### src/rtl/tanh_activation_unit_defines.svh
// ----------------------------------------------------------------------------
// tanh activation unit assertion macros
// concurrent checks clocked on clk and held off while rst_n is low
// ----------------------------------------------------------------------------
`ifndef TANH_ACTIVATION_UNIT_DEFINES_SVH
`define TANH_ACTIVATION_UNIT_DEFINES_SVH

// same-cycle implication
`define TANH_ASSERT_IMPLY(lbl, ante, cons) \
    lbl: assert property (@(posedge clk) disable iff (!rst_n) (ante) |-> (cons)) \
        else $error("tanh activation unit check failed");

// next-cycle implication
`define TANH_ASSERT_NEXT(lbl, ante, cons) \
    lbl: assert property (@(posedge clk) disable iff (!rst_n) (ante) |=> (cons)) \
        else $error("tanh activation unit check failed");

`endif

### src/rtl/tanh_pkg.sv
`timescale 1ns / 1ps
// ----------------------------------------------------------------------------
// tanh_pkg
// shared payload types and fixed-point constants of the tanh activation unit
// ----------------------------------------------------------------------------
package tanh_pkg;

    typedef struct packed {
        logic               opcode;
        logic signed [15:0] operand_value;
        logic               last_in;
    } operand_t;

    typedef struct packed {
        logic signed [15:0] result_value;
        logic               last_out;
    } result_t;

    localparam logic OP_FORWARD  = 1'b0;
    localparam logic OP_BACKWARD = 1'b1;

    localparam int          SERIES_TERMS = 16;
    localparam int          QUOT_BITS    = 15;
    localparam logic [31:0] Q30_ONE      = 32'h4000_0000;
    localparam logic [29:0] LN2_Q30      = 30'd744261118;
    localparam logic [63:0] LN2_RECIP_W  = (64'd1 << 51) / 64'd744261118;
    localparam logic [21:0] LN2_RECIP    = LN2_RECIP_W[21:0];
    localparam logic [14:0] MAG_MAX      = 15'd16384;

    typedef struct packed {
        logic        opcode;
        logic        last;
        logic        neg;
        logic [4:0]  n;
        logic [29:0] r;
        logic [30:0] term;
        logic [31:0] sum;
    } series_t;

    typedef struct packed {
        logic        opcode;
        logic        last;
        logic        neg;
        logic [46:0] rem;
        logic [32:0] dv;
        logic [14:0] q;
    } div_t;

endpackage

### src/rtl/tanh_div_cell.sv
`timescale 1ns / 1ps
// ----------------------------------------------------------------------------
// tanh_div_cell
// one restoring division step: settles quotient bit BIT
// ----------------------------------------------------------------------------
module tanh_div_cell #(
    parameter int BIT = 0
) (
    input  logic           clk,
    input  logic           rst_n,
    input  logic           up_valid,
    output logic           up_ready,
    input  tanh_pkg::div_t up_data,
    output logic           dn_valid,
    input  logic           dn_ready,
    output tanh_pkg::div_t dn_data
);

    logic           v_reg, rdy;
    tanh_pkg::div_t d_reg, d_next;
    logic [46:0]    shifted;
    logic [47:0]    diff;

    assign rdy      = !v_reg || dn_ready;
    assign up_ready = rdy;
    assign dn_valid = v_reg;
    assign dn_data  = d_reg;

    always_comb
    begin
        shifted = {14'd0, up_data.dv} << BIT;
        diff    = {1'b0, up_data.rem} - {1'b0, shifted};
        d_next  = up_data;
        if (!diff[47])
        begin
            d_next.rem    = diff[46:0];
            d_next.q[BIT] = 1'b1;
        end
    end

    always_ff @(posedge clk or negedge rst_n)
    begin
        if (!rst_n)
            v_reg <= 1'b0;
        else if (rdy)
            v_reg <= up_valid;
    end

    always_ff @(posedge clk)
    begin
        if (rdy) d_reg <= d_next;
    end

endmodule

### config.mk
export PLATFORM = sky130hd
export DESIGN_NAME = tanh_div_cell
export DESIGN_NICKNAME = d
export VERILOG_FILES = /design/src/rtl/tanh_activation_unit_defines.svh /design/src/rtl/tanh_pkg.sv /design/src/rtl/tanh_div_cell.sv
export SDC_FILE = /design/constraint.sdc
export NUM_CORES = 1
export LEC_CHECK = 0
export BUFFER_PORTS_ARGS = -buffer_cell sky130_fd_sc_hd__buf_2
export CAP_MARGIN = 10
export CORE_MARGIN = 2
export CORE_UTILIZATION = 54
export CTS_CLUSTER_DIAMETER = 30
export DETAILED_ROUTE_END_ITERATION = 6
export HOLD_SLACK_MARGIN = 0.06
export PLACE_DENSITY = 0.95
export REMOVE_ABC_BUFFERS = 1
export SLEW_MARGIN = 20
export SYNTH_ARGS = -nofsm -noshare
export SYNTH_HDL_FRONTEND = slang
export SYNTH_SLANG_ARGS = --single-unit
export TNS_END_PERCENT = 50
### constraint.sdc
create_clock -name clk -period 6.63 [get_ports clk]
set_input_delay 0.9945 -clock clk [delete_from_list [all_inputs] [get_ports clk]]
set_output_delay 0.9945 -clock clk [all_outputs]
set_load 0.02 [all_outputs]
# ---- After elaboration in Yosys (flattened, before gate mapping)
# Index checks and enable logic that the tools add are counted.
dict set report word_totals {
  regBits 99
  input_bits 102
  wordCells 12
}
dict set report classes {
  addsub 1
  mux 1
  n_reduce_logical 2
}
# op count
set op_table {}
lappend op_table {{subtractor 47 x 33 -> 48 bit} 1}
lappend op_table {{two-way mux 47 bit} 1}
lappend op_table {{logical NOT 1 bit} 1}
lappend op_table {{logical OR 1 bit} 1}

# ---- Longest topological paths before layout
dict set report logic_depth {
  depth_word 2
  mapped_depth 13
}

# ---- Worst setup path after synthesis
# OpenSTA, ideal clock, no wires.
dict set report synth_path {
  kind {input to output}
  from {input dn_ready}
  to {output up_ready}
  t_arrival_ns 3.531
  t_required_ns 5.635
  slack_ns 2.105
  cell_stages 1
  n_path_buf 0
  path_cell_list {nand2b_1}
}
dict set report synth_between {
  elab_chain_len 1
}
# element line
set synth_rtl {}
lappend synth_rtl {{from (decl)} tanh_div_cell.sv:15} ;# input logic dn_ready,
lappend synth_rtl {{logical OR 1 bit} tanh_div_cell.sv:24} ;# assign rdy = !v_reg || dn_ready;
lappend synth_rtl {{to (decl)} tanh_div_cell.sv:12} ;# output logic up_ready,
# Every way passes these cells.

==> results.json <==
{
  "n_antenna_cell": 0,
  "cts_resized": 0,
  "yosysUniqueCellTypes": 57,
  "start_kind": "input port",
  "route.detailed.drc": 0,
  "die_area_sq_um": 11400,
  "critPathKind": "in2reg",
  "dp_hpwl_mm": 11.2,
  "finalHoldViolations": 0,
  "ys_seq_area_frac": 0.521,
  "r2r_slack_ns": 4.64,
  "clkPwrFrac": 0.241,
  "grt_max_degree": 72,
  "drive_above_1_share": 0.334,
  "antenna_found_initial": 0,
  "drt_iter0_drc": 407,
  "avgSynthCellArea_sq_um": 10.9,
  "clkTransAtPathRegs_ns": 0.09,
  "hold_ws_ns": 0.384,
  "powerDensity_nw_per_um2": 235,
  "grt_pass1_wl_mm": 22.6,
  "slew_viol_final": 0,
  "worstMarginPinSlew_ns": 0.900,
  "power.leakage_nw": 3.10,
  "design.core.area_sq_um": 10300,
  "syn_area_sq_um": 5690,
  "via_per_inst": 5.58,
  "globalplace.congestion": 0.901,
  "pin_count": 202,
  "yosys.area.top_type_share": 0.517,
  "synth_flop_cell": "edfxtp_1",
  "fin_nets": 855,
  "drtPass1Iterations": 5,
  "rsz0062_at_grt": "false",
  "grt_pass1_vias": 4667,
  "setup_slack_ns": 2.45,
  "hp-class": "in2async",
  "end_kind": "register",
  "clk_path_buf_depth": 2,
  "min_period_over_period": 0.630,
  "power_frac_comb": 0.278,
  "seq_power_share": 0.481,
  "synth_cells": 521,
  "overflow": 0,
  "cts_sinks": 99,
  "synthToLayoutAreaGrowth_pct": 23.5,
  "switching_share": 0.317,
  "p_switching_w": 0.000523,
  "port-buffer-count": 201,
  "grt_usage": 0.254,
  "worstPathMaxFanout": 40,
  "skew_ns": 0.0122,
  "dr_total_vias": 4795,
  "slew_headroom": 0.400,
  "period_minus_slack_ns": 4.18,
  "wl_per_cell_microns": 16.9,
  "placementRows": 37,
  "die_y_microns": 107,
  "cts_tree": "built",
  "post_cts_buffers": 0,
  "outcome": "finished clean",
  "initial_utilization": 0.554,
  "yosysWarnings": 0,
  "drv_cap": 0,
  "die_x_microns": 107,
  "synth_top_cell_by_area": "edfxtp_1",
  "place_ws_ns": 2.07,
  "holdBufCountCts": 0,
  "cts_htree_levels": 3,
  "cp.arrival_ns": 4.31,
  "fmax_mhz": 239,
  "cts_buffers": 9,
  "ant_nets": 0,
  "synth_area_leaders": "edfxtp_1, ha_1, xor2_1",
  "async_flop_share": 0.0101,
  "power.internal_w": 0.00113,
  "root_buffer": "clkbuf_8",
  "ys_ff_latch": 99,
  "max-vdd-ir-drop_uv": 120,
  "fin_total_pwr_w": 0.00165,
  "finalSetupTns_ns": 0,
  "finalSetupViolCount": 0,
  "synth-edff-count": 98,
  "worst_ep_required_time_ns": 6.76,
  "wl_mm": 14.5,
  "clock_latency_ns": 0.37
}
-- power by group through the flow --
stage	clock network [W]	registers (W)	logic [W]
2_1_floorplan	0	0.000903	0.000202
3_5_place_dp	0	0.000808	0.000453
5_1_grt	0.000424	0.000799	0.000497
4_1_cts	0.000403	0.000794	0.000456
3_3_place_gp	0	0.000805	0.000442
6_report	0.000398	0.000793	0.000459
-- cell usage in the layout, fill, tap and decap left out, drive strengths merged, types with 2 or more instances in the layout --
cell	instances
or3	4
xor2	27
or4	4
o211ai	3
clkbuf	11
or2	5
nand3	8
o21a	2
o21ai	45
and2	3
nand2b	5
xnor2	17
a211o	3
nor3	10
o2111ai	2
a21boi	2
nor2	24
nand2	60
nor2b	3
ha	33
o21bai	6
and3	7
a211oi	4
edfxtp	98
a21oi	36
buf	203
a41o	2
inv	40
nand4	6
a221o	2
o31ai	2
a31oi	9
clkinv	2
nor4	5
a21o	15
-- through the flow --
stage,area [sq um],utilization,std cells
floorplan,5620,-,505
global placement,6830,0.664,844
detailed placement,6830,0.664,844
CTS,7030,0.684,860
global route,7030,0.684,860
finish,7030,0.684,860
-- layer usage --
metal / track usage / vias to the layer above / share of wire
met1: 0.326 / 2250 / 0.41
li1: - / 2300 / -
met5: 0 / - / 0
met2: 0.423 / 211 / 0.49
met3: 0.0401 / 34 / 0.070
met4: 0.122 / 0 / 0.033
-- flip-flops by register name (all words and copies together), names as in the netlist --
name,flops
dn_data,98
dn_valid,1
-- synthesized netlist by cell type, types with 6 or more instances --
master / number
a21o_1: 15
a21oi_1: 36
a31oi_1: 6
and3_1: 7
clkbuf_1: 10
edfxtp_1: 98
ha_1: 33
inv_1: 39
nand2_1: 58
nand3_1: 8
nand4_1: 6
nor2_1: 23
nor3_1: 8
o21ai_0: 43
o21bai_1: 6
xnor2_1: 17
xor2_1: 27
-- worst max-delay path, cell delays in order --
cell       delay, ns
buf_2           0.08
inv_1           0.04
ha_1            0.40
a21o_1          0.22
o21bai_1        0.18
or2_2           0.31
o2111ai_1       0.31
a31oi_2         0.22
a21boi_4        0.75
buf_4           0.41
mux2_2          0.37
-- path summary, 6_finish.rpt --
path	from	end	cells past startpoint
hold / removal	rst_n	dn_valid	1
hold reg to reg	dn_valid	dn_data[31]	1
setup / recovery	up_data[29]	dn_data[49]	11
min in group clk	up_data[1]	dn_data[1]	1
max in group asynchronous	rst_n	dn_valid	1
setup reg to reg	dn_valid	dn_data[68]	2
-- cell families after synthesis --
group | count (synthesis) | share of synthesized area
xor+xnor | 44 | 0.0677
mux | 2 | 0.00374
compound gates | 140 | 0.163
flops | 99 | 0.521
fa+ha+maj | 34 | 0.0761
buf+inv | 55 | 0.0391
simple gates | 147 | 0.129
-- final cells by class --
| class | count | area (sq um) |
|---|---|---|
| multi-input combinational | 367 | 2520 |
| sequential | 99 | 2970 |
| inverter | 39 | 146 |
| timing repair buffer | 203 | 1020 |
| fill | 795 | 3250 |
| clock buffer | 11 | 141 |
| tap | 136 | 170 |
| clock inverter | 5 | 60.1 |
Power figures use the tool's default switching activity.
