<file path="src/rtl/tanh_activation_unit_defines.svh">
// ----------------------------------------------------------------------------
// tanh activation unit assertion macros
// concurrent checks clocked on clk and held off while rst_n is low
// ----------------------------------------------------------------------------
`ifndef TANH_ACTIVATION_UNIT_DEFINES_SVH
`define TANH_ACTIVATION_UNIT_DEFINES_SVH

// same-cycle implication
`define TANH_ASSERT_IMPLY(lbl, ante, cons) \
    lbl: assert property (@(posedge clk) disable iff (!rst_n) (ante) |-> (cons)) \
        else $error("tanh activation unit check failed");

// next-cycle implication
`define TANH_ASSERT_NEXT(lbl, ante, cons) \
    lbl: assert property (@(posedge clk) disable iff (!rst_n) (ante) |=> (cons)) \
        else $error("tanh activation unit check failed");

`endif

</file>
<file path="src/rtl/tanh_pkg.sv">
`timescale 1ns / 1ps
// ----------------------------------------------------------------------------
// tanh_pkg
// shared payload types and fixed-point constants of the tanh activation unit
// ----------------------------------------------------------------------------
package tanh_pkg;

    typedef struct packed {
        logic               opcode;
        logic signed [15:0] operand_value;
        logic               last_in;
    } operand_t;

    typedef struct packed {
        logic signed [15:0] result_value;
        logic               last_out;
    } result_t;

    localparam logic OP_FORWARD  = 1'b0;
    localparam logic OP_BACKWARD = 1'b1;

    localparam int          SERIES_TERMS = 16;
    localparam int          QUOT_BITS    = 15;
    localparam logic [31:0] Q30_ONE      = 32'h4000_0000;
    localparam logic [29:0] LN2_Q30      = 30'd744261118;
    localparam logic [63:0] LN2_RECIP_W  = (64'd1 << 51) / 64'd744261118;
    localparam logic [21:0] LN2_RECIP    = LN2_RECIP_W[21:0];
    localparam logic [14:0] MAG_MAX      = 15'd16384;

    typedef struct packed {
        logic        opcode;
        logic        last;
        logic        neg;
        logic [4:0]  n;
        logic [29:0] r;
        logic [30:0] term;
        logic [31:0] sum;
    } series_t;

    typedef struct packed {
        logic        opcode;
        logic        last;
        logic        neg;
        logic [46:0] rem;
        logic [32:0] dv;
        logic [14:0] q;
    } div_t;

endpackage

</file>
<file path="src/rtl/tanh_series_cell.sv">
`timescale 1ns / 1ps
// ----------------------------------------------------------------------------
// tanh_series_cell
// one taylor term of e^-r: term * r >> 30, then divide by k and accumulate
// ----------------------------------------------------------------------------
module tanh_series_cell #(
    parameter int K = 1
) (
    input  logic              clk,
    input  logic              rst_n,
    input  logic              up_valid,
    output logic              up_ready,
    input  tanh_pkg::series_t up_data,
    output logic              dn_valid,
    input  logic              dn_ready,
    output tanh_pkg::series_t dn_data
);

    localparam int          SH      = 31 + $clog2(K);
    localparam logic [63:0] RECIP_W = ((64'd1 << SH) + 64'(K) - 64'd1) / 64'(K);
    localparam logic [31:0] RECIP   = RECIP_W[31:0];
    localparam logic        SUB     = (K % 2) == 1;

    logic              va_reg, vb_reg, rdya, rdyb;
    tanh_pkg::series_t a_reg, b_reg, a_next, b_next;
    logic [60:0]       prod_a;
    logic [63:0]       prod_b, quot_w;
    logic [31:0]       q;

    assign rdyb     = !vb_reg || dn_ready;
    assign rdya     = !va_reg || rdyb;
    assign up_ready = rdya;
    assign dn_valid = vb_reg;
    assign dn_data  = b_reg;

    always_comb
    begin
        prod_a      = {30'd0, up_data.term} * {31'd0, up_data.r};
        a_next      = up_data;
        a_next.term = prod_a[60:30];

        prod_b = {33'd0, a_reg.term} * {32'd0, RECIP};
        quot_w = prod_b >> SH;
        q      = quot_w[31:0];
        b_next      = a_reg;
        b_next.term = q[30:0];
        if (SUB)
            b_next.sum = (a_reg.sum >= q) ? a_reg.sum - q : 32'd0;
        else
            b_next.sum = a_reg.sum + q;
    end

    always_ff @(posedge clk or negedge rst_n)
    begin
        if (!rst_n)
        begin
            va_reg <= 1'b0;
            vb_reg <= 1'b0;
        end
        else
        begin
            if (rdya) va_reg <= up_valid;
            if (rdyb) vb_reg <= va_reg;
        end
    end

    always_ff @(posedge clk)
    begin
        if (rdya) a_reg <= a_next;
        if (rdyb) b_reg <= b_next;
    end

endmodule

</file>
<file path="config.mk">
export PLATFORM = sky130hd
export DESIGN_NAME = tanh_series_cell
export DESIGN_NICKNAME = d
export VERILOG_FILES = /design/src/rtl/tanh_activation_unit_defines.svh /design/src/rtl/tanh_pkg.sv /design/src/rtl/tanh_series_cell.sv
export SDC_FILE = /design/constraint.sdc
export NUM_CORES = 2
export LEC_CHECK = 0
export BUFFER_PORTS_ARGS = -buffer_cell sky130_fd_sc_hd__buf_2
export CAP_MARGIN = 30
export CORE_ASPECT_RATIO = 1.5
export CORE_MARGIN = 2
export CORE_UTILIZATION = 45
export DETAILED_ROUTE_END_ITERATION = 6
export REMOVE_ABC_BUFFERS = 1
export SLEW_MARGIN = 20
export SYNTH_ARGS = -nofsm -noshare
export SYNTH_HDL_FRONTEND = slang
export SYNTH_SLANG_ARGS = --single-unit
</file>
<file path="constraint.sdc">
create_clock -name clk -period 12.3 [get_ports clk]
set_input_delay 2.46 -clock clk [delete_from_list [all_inputs] [get_ports clk]]
set_output_delay 2.46 -clock clk [all_outputs]
set_load 0.05 [all_outputs]
</file>
Yosys cells after proc, flatten, opt, wreduce, memory -nomap -nowiden. Cells that the tools add are included.

Bits in registers: 204. Bits in latches: 0. RAM bits: 0. Bits in read-only memories: 0. Input port bits: 105. Output and inout port bits: 103. Logic and storage cells: 23. Memories kept: 0.

Add/subtract/negate cells: 1. Multiply operators: 1. Divide/modulo/power cells: 0. Magnitude comparators: 1. Equality and inequality tests: 0. Shifts and indexed selects: 0. Muxes and demuxes: 0. Bitwise logic cells: 0. Reductions and logical operators: 4.

Operators by type and width (count): $mul 31x30->61 (1); $ge 32x31->1 (1); $sub 32x31->32 (1); $logic_not 1->1 (2); $logic_or 1x1->1 (2).

Longest topological paths before layout.
Depth in word-level cells: 3. Mapped depth: 29. Depth with buffers taken out: 27.

Worst setup path before layout. No wires, ideal clock.

Path type: in2reg. Start: input up_data[70] in the netlist's numbering. End: register a_reg[52] in the netlist's numbering, data pin. Arrival: 8964 ps. Setup slack: 3076 ps. Cell stages on the path: 25. Path through: clkbuf_1 and2_1 fa_1 fa_1 inv_1 fa_1 fa_1 inv_1 fa_1 fa_1 fa_1 inv_1 fa_1 inv_1 ha_1 a21oi_1 o21ai_1 a2111oi_2 nand3_1 nand2_1 o21bai_1 o21a_1 a221o_1 a221oi_2 xnor2_1.

Longest elaborated chain between the ends: 1.

Ends and longest elaborated chain: start, declared (line tanh_series_cell.sv:13) `input tanh_pkg::series_t up_data,`; $mul 31x30->61 (line tanh_series_cell.sv:38) `prod_a = {30'd0, up_data.term} * {31'd0, up_data.r};`; named net prod_a[50] (line tanh_series_cell.sv:26) `logic [60:0] prod_a;`; end signal, assigned (line tanh_series_cell.sv:69) `if (rdya) a_reg <= a_next;`; end, declared (line tanh_series_cell.sv:25) `tanh_pkg::series_t a_reg, b_reg, a_next, b_next;`.

The timed path passes the listed nets, and every way through them passes these cells. A chain may end at the register's enable or synchronous reset.

Worst setup path after layout.
Start: input up_data[70] in the netlist's numbering. End: register a_reg[57] in the netlist's numbering, data pin.

The elaborated chain is that of the path after synthesis.

==> results.md <==
- Post-route setup slack: roughly 2400 ps
- Commonest register cell after synthesis: edfxtp_1
- Die area: roughly 86,000 µm²
- Endpoints failing hold: 0
- Top post-synthesis cells by count: 877 x inv_1, 808 x fa_1, 561 x and2_1, 425 x nand2_1, 277 x ha_1
- Most frequent cell after synthesis: inv_1
- Status: finished, final reports clean
- Layout cell share with drive strength beyond 1: 0.0744
- Synth area leaders: fa_1 43%, edfxtp_1 16%, and2_1 9.3%
- Fin. max-slew vios: 0
- Sequential element share of the synthesized area: 0.162
- Slew headroom: 0.398
- Reg2reg path depth: 13
- Pre-CTS setup slack: ~1900 ps
- Num CTS Buffers: 24
- EDFF count, synth: approximately 200
- Clock sinks: 204
- Clk_lat worst skew: approximately 530 ps
- Warnings from Yosys: 0
- Post-synthesis register bit count: just over 200
- Grt ovf: 0
- Synth area leader: fa_1
- Site Rows: between 100 and 150
- Root Buffer: clkbuf_16
- CTS resizes: 0
- Die Wd: around 240 µm
- Worst Path Class, Setup: in2reg
- Worst min path class: reg2reg
- Cells after Synth: 3,798
- Critical path buffers and inverters: 5
- Total Negative Setup Slacks: 0 ps
- Die height: approximately 360 µm
- Critical Path Fanout Max: 32
- Final #Nets: slightly above 5,000
- # setup viols final: 0
- Fin crit share: 0.809
- CTS tree: done
- Minimum clock period: between 9000 and 10,000 ps
- Post-DRT Antenna Nets: 0
- Hold Path Stages: 0
- Initial antenna violation count: 6
- Mapped Area: between 30,000 and 40,000 µm²
- Routed length per placed instance: ~22 µm
- Starting density of the core: 0.453
- Startpoint types: primary input
- Crit path DAT: about 10,000 ps
- Total routed wirelength: roughly 110 mm
- Yosys cell types: 64
- Max Clock Freq: 0.101 GHz
- 1st-iter DRT viols: 1,307
- Pin count of the biggest net entering global routing: 67
- Vias: 26,200
- Unrepaired setup endpoints after global routing: no
- Syn-to-layout area delta: 6.97%
- H-tree depth: 1
- CP top delay family: adder cells
- Gr usage total: 0.268
- FFs w/ async S/R, synth: 0.00980
- IO Pins: around 210
- First-pass detailed-route iteration total: 7
- Cts hold-fix bufs: 0
- Drt via density: 5.25
- Syn Area/Cell: 9.95 µm²
- Vias in the first global route: ~29,000
- Top-area cell type share of the netlist area: 0.428
- Worst path required time: ~13,000 ps
- Maxcap violations: 0
- Crit-path max cell delay: around 630 ps
- Residual DRC count: 0
- Clk buf depth: 3
- Critical Path Sink Type: flop
- Most used cell along the critical path: fa_1
- Fin Clk Skew: approximately 19 ps
- Worst Tran Pin Value: between 900 and 1000 ps
- CORE AREA: between 80,000 and 90,000 µm²
- Clock transition at the registers of the reported paths: approximately 60 ps
- Post-DP HPWL: between 80 and 90 mm
- Port bufs: slightly above 200
- Slowest-stage cell, CP: fa_1
- First-pass GRT wire length: between 150 and 200 mm
- # Post-CTS Setup Buffers: 0
- Critical path depth: 25
- RD Place Congestion: about 0.88
worst paths after layout:
path | to | slack [ps] | startpoint
min reg2reg | dn_data[67] | 420 | a_reg[67]
max reg2reg | dn_data[30] | 8390 | a_reg[32]
max in group asynchronous | va_reg | 10480 | rst_n
max | a_reg[57] | 2350 | up_data[70]
min | dn_data[67] | 420 | a_reg[67]
min in group asynchronous | dn_valid | 1720 | rst_n
routing by layer:
layer,vias to the layer above,global-route usage,share of wire
met2,777,0.500,0.55
met1,13800,0.288,0.34
met5,-,0,0
met3,307,0.0316,0.047
li1,11400,-,-
met4,0,0.155,0.069
metrics by stage:
stage / utilization / hold WS [ps] / instance area [µm²] / std cells
2_1_floorplan: - / 400 / 37000 / 3599
3_3_place_gp: 0.475 / 400 / 39600 / 4950
3_5_place_dp: 0.475 / 405 / 39600 / 4950
4_1_cts: 0.484 / 417 / 40400 / 4994
5_1_grt: 0.484 / 423 / 40400 / 4998
6_report: 0.484 / 416 / 40400 / 5000
layout make-up:
cell class                      count  area [µm²]
Antenna cell                        6        15.0
Clock buffer                       27         622
Clock inverter                     17         139
Fill cell                        7804       43000
Inverter                          877        3290
Multi-Input combinational cell   2518       27600
Sequential cell                   204        6120
Tap cell                         1122        1400
Timing Repair Buffer              229        1200
placed cells by master (no fill, tap or decap), types with 24 or more instances in the layout:
| cell type | instances |
|---|---|
| edfxtp_1 | 202 |
| ha_1 | 277 |
| and2_1 | 561 |
| nor2_1 | 58 |
| inv_1 | 877 |
| clkbuf_16 | 24 |
| xor2_1 | 26 |
| fa_1 | 808 |
| o21ai_0 | 33 |
| a21o_1 | 40 |
| a21oi_1 | 76 |
| xnor2_1 | 30 |
| nand2_1 | 425 |
| buf_2 | 207 |
logic make-up after synthesis:
group	share of synthesized area
simple gates	0.156
fa+ha+maj	0.520
buf+inv	0.107
compound gates	0.0416
flops	0.162
xor+xnor	0.0130
mux	0.000596
Power is left out: the tool's default activity adds up to more than one toggle a clock period on the data nets, which glitch-free logic cannot reach.
